File: src/sv/estx_rx_pkg.sv
// ----------------------------------------------------------------------------
// estx_rx_pkg
// shared types and constants of the enq/stx/lrc frame receiver
// ----------------------------------------------------------------------------
package estx_rx_pkg;

  localparam int MAX_LEN_DEF = 256;

  // request kinds
  localparam logic [1:0] KIND_BYTE  = 2'd0;
  localparam logic [1:0] KIND_TICK  = 2'd1;
  localparam logic [1:0] KIND_ERROR = 2'd2;
  localparam logic [1:0] KIND_START = 2'd3;

  // control characters
  localparam logic [7:0] CH_ENQ  = 8'h05;
  localparam logic [7:0] CH_ACK  = 8'h06;
  localparam logic [7:0] CH_NACK = 8'h15;
  localparam logic [7:0] CH_EOT  = 8'h04;
  localparam logic [7:0] CH_STX  = 8'h02;
  localparam logic [7:0] CH_ETX  = 8'h03;

  localparam logic [19:0] MIN_ENQ_WAIT = 20'd1500;
  localparam logic [15:0] REPLY_WAIT_RST = 16'd600;
  localparam logic [15:0] INTERBYTE_WAIT_RST = 16'd33;

  // configuration register indexes
  localparam int CFG_IDX_W = 4;
  localparam logic [CFG_IDX_W-1:0] REG_REPLY_WAIT     = 4'd0;
  localparam logic [CFG_IDX_W-1:0] REG_INTERBYTE_WAIT = 4'd1;

  typedef struct packed {
    logic [1:0]  kind;
    logic [7:0]  rx_byte;
    logic [19:0] first_wait;
    logic [8:0]  buffer_size;
  } in_item_t;

  typedef struct packed {
    logic       send_valid;
    logic [7:0] send_byte;
    logic       store_valid;
    logic [7:0] store_index;
    logic [7:0] store_byte;
    logic       finished;
    logic       success;
  } out_item_t;

endpackage

File: src/sv/enq_stx_lrc_frame_receiver_core.sv
// ----------------------------------------------------------------------------
// enq_stx_lrc_frame_receiver_core
// receiving side of an enq/ack, stx-message-etx-lrc, ack/nack, eot link
//
// Usage:
//   in_*   : one request per accepted item: a received byte, a 1 ms tick,
//            a line error or a start command (with first wait and buffer size)
//   out_*  : at most one result per request: a control byte to transmit,
//            a buffer write, or the finished/success pair
//   cfg_*  : writes of the reply and inter-byte wait registers, always ready;
//            write only while no request is in flight
//   Each request is handled in the cycle it is accepted; its result appears
//   in the output register on the next cycle. While in_ready is high, one
//   request can be accepted every cycle, set by a single state update per request.
//   When the output register holds a result that is not taken, in_ready drops
//   until out_ready takes it; any request waits then, even one with no result.
//   Reset (rst_n low, synchronous) returns to idle with the wait registers at
//   600 and 33 ticks and an empty output register.
// ----------------------------------------------------------------------------
module enq_stx_lrc_frame_receiver_core #(
  parameter int MAX_LEN = estx_rx_pkg::MAX_LEN_DEF
) (
  input  logic                                   clk,
  input  logic                                   rst_n,
  input  logic                                   in_valid,
  output logic                                   in_ready,
  input  estx_rx_pkg::in_item_t                  in_item,
  output logic                                   out_valid,
  input  logic                                   out_ready,
  output estx_rx_pkg::out_item_t                 out_item,
  input  logic                                   cfg_valid,
  output logic                                   cfg_ready,
  input  logic [estx_rx_pkg::CFG_IDX_W-1:0]      cfg_index,
  input  logic [15:0]                            cfg_wdata
);
  import estx_rx_pkg::*;

  typedef enum logic [2:0] {
    PH_IDLE  = 3'd0,
    PH_ENQ   = 3'd1,
    PH_STX   = 3'd2,
    PH_FRAME = 3'd3,
    PH_LRC   = 3'd4,
    PH_EOT   = 3'd5
  } phase_t;

  localparam int         CapMax   = (MAX_LEN > 511) ? 511 : MAX_LEN;
  localparam logic [8:0] CAP_CLAMP = 9'(CapMax);

  phase_t      phase_r, phase_nxt;
  logic [19:0] wait_cnt_r, wait_cnt_nxt;
  logic [7:0]  lrc_r, lrc_nxt;
  logic [7:0]  wr_pos_r, wr_pos_nxt;
  logic        frame_good_r, frame_good_nxt;
  logic        msg_good_r, msg_good_nxt;
  logic [19:0] enq_limit_r, enq_limit_nxt;
  logic [8:0]  capacity_r, capacity_nxt;
  logic [15:0] reply_wait_r, interbyte_wait_r;
  logic        out_valid_r, out_valid_nxt;
  out_item_t   out_item_r, out_item_nxt;

  logic        in_fire;
  logic        res_vld;
  out_item_t   res;
  logic [19:0] wait_inc;
  logic [19:0] cur_limit;
  logic        timed_out;
  logic [8:0]  pos_inc;

  assign in_ready  = !out_valid_r || out_ready;
  assign in_fire   = in_valid && in_ready;
  assign cfg_ready = 1'b1;
  assign out_valid = out_valid_r;
  assign out_item  = out_item_r;

  assign wait_inc  = wait_cnt_r + 20'd1;
  assign timed_out = (wait_inc >= cur_limit);
  assign pos_inc   = {1'b0, wr_pos_r} + 9'd1;

  always_comb begin
    unique case (phase_r)
      PH_ENQ:         cur_limit = enq_limit_r;
      PH_STX, PH_EOT: cur_limit = {4'd0, reply_wait_r};
      default:        cur_limit = {4'd0, interbyte_wait_r};
    endcase
  end

  always_comb begin
    phase_nxt      = phase_r;
    wait_cnt_nxt   = wait_cnt_r;
    lrc_nxt        = lrc_r;
    wr_pos_nxt     = wr_pos_r;
    frame_good_nxt = frame_good_r;
    msg_good_nxt   = msg_good_r;
    enq_limit_nxt  = enq_limit_r;
    capacity_nxt   = capacity_r;
    res            = '0;
    res_vld        = 1'b0;

    if (in_fire) begin
      case (in_item.kind)
        KIND_START: begin
          frame_good_nxt = 1'b0;
          msg_good_nxt   = 1'b0;
          lrc_nxt        = '0;
          wr_pos_nxt     = '0;
          wait_cnt_nxt   = '0;
          if (in_item.buffer_size == 9'd0) begin
            phase_nxt    = PH_IDLE;
            res.finished = 1'b1;
            res_vld      = 1'b1;
          end else begin
            enq_limit_nxt = (in_item.first_wait < MIN_ENQ_WAIT) ? MIN_ENQ_WAIT
                                                                : in_item.first_wait;
            capacity_nxt  = (in_item.buffer_size > CAP_CLAMP) ? CAP_CLAMP
                                                              : in_item.buffer_size;
            phase_nxt     = PH_ENQ;
          end
        end

        KIND_TICK: begin
          if (phase_r != PH_IDLE) begin
            wait_cnt_nxt = wait_inc;
            if (timed_out) begin
              wait_cnt_nxt = '0;
              unique case (phase_r)
                PH_ENQ: begin
                  phase_nxt    = PH_IDLE;
                  res.finished = 1'b1;
                  res.success  = msg_good_r;
                  res_vld      = 1'b1;
                end
                PH_STX, PH_EOT: phase_nxt = PH_ENQ;
                PH_FRAME, PH_LRC: begin
                  phase_nxt      = PH_STX;
                  res.send_valid = 1'b1;
                  res.send_byte  = CH_NACK;
                  res_vld        = 1'b1;
                end
                default: phase_nxt = phase_r;
              endcase
            end
          end
        end

        KIND_ERROR: begin
          unique case (phase_r)
            PH_IDLE: phase_nxt = phase_r;
            PH_ENQ:  wait_cnt_nxt = '0;
            PH_STX: begin
              frame_good_nxt = 1'b0;
              msg_good_nxt   = 1'b0;
              wr_pos_nxt     = '0;
              lrc_nxt        = '0;
              wait_cnt_nxt   = '0;
              phase_nxt      = PH_FRAME;
            end
            PH_FRAME: begin
              frame_good_nxt = 1'b0;
              wait_cnt_nxt   = '0;
            end
            PH_LRC: begin
              phase_nxt      = PH_STX;
              wait_cnt_nxt   = '0;
              res.send_valid = 1'b1;
              res.send_byte  = CH_NACK;
              res_vld        = 1'b1;
            end
            PH_EOT: begin
              phase_nxt    = PH_ENQ;
              wait_cnt_nxt = '0;
            end
            default: phase_nxt = phase_r;
          endcase
        end

        default: begin
          unique case (phase_r)
            PH_IDLE: phase_nxt = phase_r;
            PH_ENQ: begin
              wait_cnt_nxt = '0;
              if (in_item.rx_byte == CH_ENQ) begin
                phase_nxt      = PH_STX;
                res.send_valid = 1'b1;
                res.send_byte  = CH_ACK;
                res_vld        = 1'b1;
              end
            end
            PH_STX: begin
              wait_cnt_nxt = '0;
              if (in_item.rx_byte == CH_EOT) begin
                phase_nxt = PH_ENQ;
              end else begin
                frame_good_nxt = (in_item.rx_byte == CH_STX);
                msg_good_nxt   = 1'b0;
                wr_pos_nxt     = '0;
                lrc_nxt        = '0;
                phase_nxt      = PH_FRAME;
              end
            end
            PH_FRAME: begin
              wait_cnt_nxt    = '0;
              lrc_nxt         = lrc_r ^ in_item.rx_byte;
              res.store_valid = 1'b1;
              res.store_index = wr_pos_r;
              res_vld         = 1'b1;
              if (in_item.rx_byte == CH_ETX) begin
                phase_nxt = PH_LRC;
              end else begin
                res.store_byte = in_item.rx_byte;
                if (pos_inc < capacity_r) begin
                  wr_pos_nxt = pos_inc[7:0];
                end else begin
                  frame_good_nxt = 1'b0;
                end
              end
            end
            PH_LRC: begin
              wait_cnt_nxt   = '0;
              res.send_valid = 1'b1;
              res_vld        = 1'b1;
              if (!frame_good_r || (in_item.rx_byte != lrc_r)) begin
                phase_nxt     = PH_STX;
                res.send_byte = CH_NACK;
              end else begin
                msg_good_nxt  = 1'b1;
                phase_nxt     = PH_EOT;
                res.send_byte = CH_ACK;
              end
            end
            PH_EOT: begin
              wait_cnt_nxt = '0;
              if (in_item.rx_byte == CH_STX) begin
                msg_good_nxt = 1'b0;
                wr_pos_nxt   = '0;
                lrc_nxt      = '0;
                phase_nxt    = PH_FRAME;
              end else if (in_item.rx_byte == CH_EOT) begin
                phase_nxt    = PH_IDLE;
                res.finished = 1'b1;
                res.success  = 1'b1;
                res_vld      = 1'b1;
              end else begin
                phase_nxt = PH_ENQ;
              end
            end
            default: phase_nxt = phase_r;
          endcase
        end
      endcase
    end

    if (res_vld) begin
      out_valid_nxt = 1'b1;
      out_item_nxt  = res;
    end else begin
      out_valid_nxt = out_valid_r && !out_ready;
      out_item_nxt  = out_item_r;
    end
  end

  always_ff @(posedge clk) begin
    if (!rst_n) begin
      phase_r          <= PH_IDLE;
      wait_cnt_r       <= '0;
      lrc_r            <= '0;
      wr_pos_r         <= '0;
      frame_good_r     <= 1'b0;
      msg_good_r       <= 1'b0;
      enq_limit_r      <= MIN_ENQ_WAIT;
      capacity_r       <= 9'd1;
      reply_wait_r     <= REPLY_WAIT_RST;
      interbyte_wait_r <= INTERBYTE_WAIT_RST;
      out_valid_r      <= 1'b0;
    end else begin
      phase_r      <= phase_nxt;
      wait_cnt_r   <= wait_cnt_nxt;
      lrc_r        <= lrc_nxt;
      wr_pos_r     <= wr_pos_nxt;
      frame_good_r <= frame_good_nxt;
      msg_good_r   <= msg_good_nxt;
      enq_limit_r  <= enq_limit_nxt;
      capacity_r   <= capacity_nxt;
      out_valid_r  <= out_valid_nxt;
      if (cfg_valid && cfg_ready) begin
        unique case (cfg_index)
          REG_REPLY_WAIT:     reply_wait_r     <= cfg_wdata;
          REG_INTERBYTE_WAIT: interbyte_wait_r <= cfg_wdata;
          default: ;
        endcase
      end
    end
  end

  always_ff @(posedge clk) begin
    out_item_r <= out_item_nxt;
  end

  // exactly one kind of result per item
  a_one_result: assert property (@(posedge clk) disable iff (!rst_n)
    out_valid_r |-> $onehot({out_item_r.send_valid, out_item_r.store_valid,
                             out_item_r.finished}))
    else $error("result carries more than one kind");

  // control bytes are only ack or nack
  a_send_code: assert property (@(posedge clk) disable iff (!rst_n)
    (out_valid_r && out_item_r.send_valid) |->
      (out_item_r.send_byte == CH_ACK || out_item_r.send_byte == CH_NACK))
    else $error("bad control byte");

  // a finish result leaves the block idle
  a_finish_idle: assert property (@(posedge clk) disable iff (!rst_n)
    (in_fire && res_vld && res.finished) |=> (phase_r == PH_IDLE))
    else $error("not idle after finish");

  // the write position never leaves the buffer
  a_pos_in_range: assert property (@(posedge clk) disable iff (!rst_n)
    ({1'b0, wr_pos_r} < capacity_r))
    else $error("write position beyond capacity");

endmodule

File: config.mk
export PLATFORM = sky130hd
export DESIGN_NAME = enq_stx_lrc_frame_receiver_core
export DESIGN_NICKNAME = d
export VERILOG_FILES = /design/src/sv/estx_rx_pkg.sv /design/src/sv/enq_stx_lrc_frame_receiver_core.sv
export SDC_FILE = /design/constraint.sdc
export NUM_CORES = 1
export LEC_CHECK = 0
export BUFFER_PORTS_ARGS = -buffer_cell sky130_fd_sc_hd__buf_2
export CAP_MARGIN = 0
export CORE_MARGIN = 4
export CORE_UTILIZATION = 35
export CTS_CLUSTER_DIAMETER = 100
export CTS_CLUSTER_SIZE = 10
export DETAILED_ROUTE_END_ITERATION = 12
export GPL_TIMING_DRIVEN = 0
export PLACE_DENSITY = 0.51
export SLEW_MARGIN = 20
export SYNTH_ARGS = -nofsm -noshare
export SYNTH_HDL_FRONTEND = slang
export SYNTH_SLANG_ARGS = --single-unit
File: constraint.sdc
create_clock -name clk -period 9.28 [get_ports clk]
set_clock_uncertainty 0.2 [all_clocks]
set_input_delay 0.464 -clock clk [delete_from_list [all_inputs] [get_ports clk]]
set_output_delay 0.464 -clock clk [all_outputs]
set_load 0.02 [all_outputs]
==> metrics.yaml <==
dieArea_um2: 22300
first_pass_iters: 5
synth_area_per_cell_um2: 8.07
grt_pass1_vias: 6030
viasPerCell: 5.17
vias: 6486
ys_seq_area_frac: 0.389
crit_type: "reg -> reg"
r2r_slack_ps: 4290
ys.flop_type: "dfxtp_1"
ys_ff_latch: 125
critical_path.max_stage_delay_ps: 530
track_usage: 0.189
cts_made_buffers: 17
path_cells: "clkbuf_1 -> nand2b_1 -> nand2_1 -> nor2_1 -> clkbuf_1 -> a21oi_1 -> ha_1 -> nand4_1 -> nor4_1 -> o21bai_1 -> o211ai_1 -> nand2_1 -> o31ai_4 -> buf_6"
p_leak_nw: 3.18
period_needed_ps: 4990
cts_tree: "yes"
crit_slowest_cell: "o31ai_4"
slew_viol_final: 0
cts_setup_buffers: 0
regArea_um2: 2720
rows: 51
port_buffers: 88
area_growth_pct: 20.1
detail-route-antenna-nets: 0
rsz0062_at_grt: "no"
gp_congestion: 0.891
slew_headroom: 0.492
fmax_mhz: 200
hp-class: "in -> reg"
worstPathArrival_ps: 4910
cp_max_fo: 14
synth_cells: 868
nFillCells: 2095
antenna_found_initial: 0
setup_violations: 0
ios: 95
die-height_um: 149
post-route-period-util: 0.538
synth_top_area_frac: 0.294
synth_async_sr_flop_share: 0
hold_viol: 0
synth_edf_count: 22
initial_core_util: 0.358
power_density_nw_per_um2: 160
synth_area_leaders: "dfxtp_1, edfxtp_1, nand2_1"
globalRouteOverflowTotal: 0
clock_latency_ps: 420
p_total_mw: 1.34
drive_gt1_frac: 0.157
netlist_area_um2: 7010
avgRoutedWirePerCell_um: 16.4
core_area_um2: 19600
grt_pass1_wl_um: 33000
final_net_count: 1077
vdd_drop_max_v: 0.000131
setup_tns_ps: 0
holdBufCountCts: 0
ctsLongestPathBuffers: 2
worstPathRequired_ps: 9200
grt_max_degree: 17
status: "finished, final reports clean"
multi_input_area_um2: 4000
end_kind: "register"
crit_path_start_kind: "register"
initialDrtViolationCount: 407
root_buffer: "clkbuf_16"
htree_num_levels: 4
max_cap_viol_count: 0
yosys_warnings: 0
totalWireLength_um: 20600
drc: 0
diodes: 0
cts.sinks: 125
cts.clk_slew.worst_paths_ps: 60
worst_pin_slew_ps: 762
dpl.hpwl_um: 15600
yosys.area.top_type: "dfxtp_1"
ys_types: 72
dieWidth_um: 149
cts_resized: 0
## where the power goes
group / total, mW / internal, mW / switching, mW
Clock: 0.671 / 0.422 / 0.249
Combinational: 0.111 / 0.0367 / 0.0739
Sequential: 0.563 / 0.559 / 0.00459
Total: 1.34 / 1.02 / 0.327
## through the flow
stage | utilization | hold slack, ps | setup slack [ps] | area [µm²] | instances
floorplan | - | 232 | 4180 | 7020 | 871
global placement | 0.398 | 241 | 2190 | 7790 | 1224
detailed placement | 0.399 | 245 | 4140 | 7820 | 1225
CTS | 0.429 | 57.2 | 4200 | 8410 | 1255
global route | 0.430 | 81.2 | 3760 | 8420 | 1255
finish | 0.430 | 65.9 | 4290 | 8420 | 1255
## cell usage after synthesis, types with 14 or more instances
master,count
o21ai_0,29
nand3_1,45
a21oi_1,92
ha_1,34
inv_1,18
xnor2_1,20
nand3b_1,14
nor2_1,54
edfxtp_1,22
dfxtp_1,103
a22o_1,16
nand2_1,159
a31oi_1,17
and2_1,22
clkbuf_1,39
## metal layers
metal / vias to the layer above / track usage / part of all wire
li1: 3317 / - / -
met1: 3005 / 0.282 / 0.51
met2: 138 / 0.275 / 0.43
met3: 26 / 0.0379 / 0.045
met4: 0 / 0.0522 / 0.015
met5: - / 0 / 0
## cells by family after synthesis
| family | Yosys count | synth area share |
|---|---|---|
| AND/OR/NAND/NOR | 382 | 0.268 |
| AO/OA/AOI/OAI | 217 | 0.194 |
| flip-flops | 125 | 0.389 |
| buffers and inverters | 75 | 0.0455 |
| adder cells (fa/ha/maj) | 34 | 0.0607 |
| XOR/XNOR | 28 | 0.0350 |
| multiplexers | 5 | 0.00714 |
| other | 2 | 0.00107 |
## registers in the layout, summed over array words and instances (netlist names)
signal / flops
lrc_r: 8
wr_pos_r: 8
phase_r: 3
capacity_r: 9
out_item: 22
enq_limit_r: 20
interbyte_wait_r: 16
wait_cnt_r: 20
msg_good_r: 1
reply_wait_r: 16
out_valid: 1
frame_good_r: 1
## layout by cell type (no fill, tap or decap), types with 6 or more instances in the layout
| master | count |
|---|---|
| a211oi_1 | 6 |
| o21ai_0 | 29 |
| o22ai_1 | 9 |
| xnor2_1 | 20 |
| edfxtp_1 | 22 |
| nand3b_1 | 14 |
| a21oi_1 | 92 |
| dfxtp_1 | 103 |
| a22o_1 | 16 |
| clkbuf_1 | 40 |
| clkbuf_16 | 18 |
| and3_1 | 10 |
| xor2_1 | 8 |
| buf_2 | 94 |
| buf_4 | 8 |
| nand4_1 | 10 |
| a31oi_1 | 17 |
| nand2_1 | 159 |
| nand3_1 | 45 |
| nor2_1 | 54 |
| and2_1 | 22 |
| nand2b_1 | 12 |
| inv_1 | 18 |
| ha_1 | 34 |
| nor3_1 | 12 |
| nor4_1 | 9 |
## worst max-delay path: cells and delay by family (launching register included)
family          cells  cell delay (ps)
simple gates        6             1640
buf+inv             3             1060
flops               1              410
fa+ha+maj           1              350
compound gates      4             1040
## worst paths after layout
path / to / cells after the start / from
setup / recovery: out_item[11] / 14 / phase_r[0]
hold reg to reg: capacity_r[3] / 2 / capacity_r[3]
setup reg to reg: out_item[11] / 14 / phase_r[0]
hold / removal: reply_wait_r[3] / 3 / cfg_wdata[3]
## area by class of cell
class,instances,share of cell area
Tap cell,265,0.0394
Clock buffer,21,0.0572
Timing Repair Buffer,89,0.0537
Sequential cell,125,0.323
Buffer,56,0.0294
Inverter,19,0.00847
Clock inverter,9,0.0128
Multi-Input combinational cell,671,0.476
No activity file was read; power rests on OpenSTA's default activity.
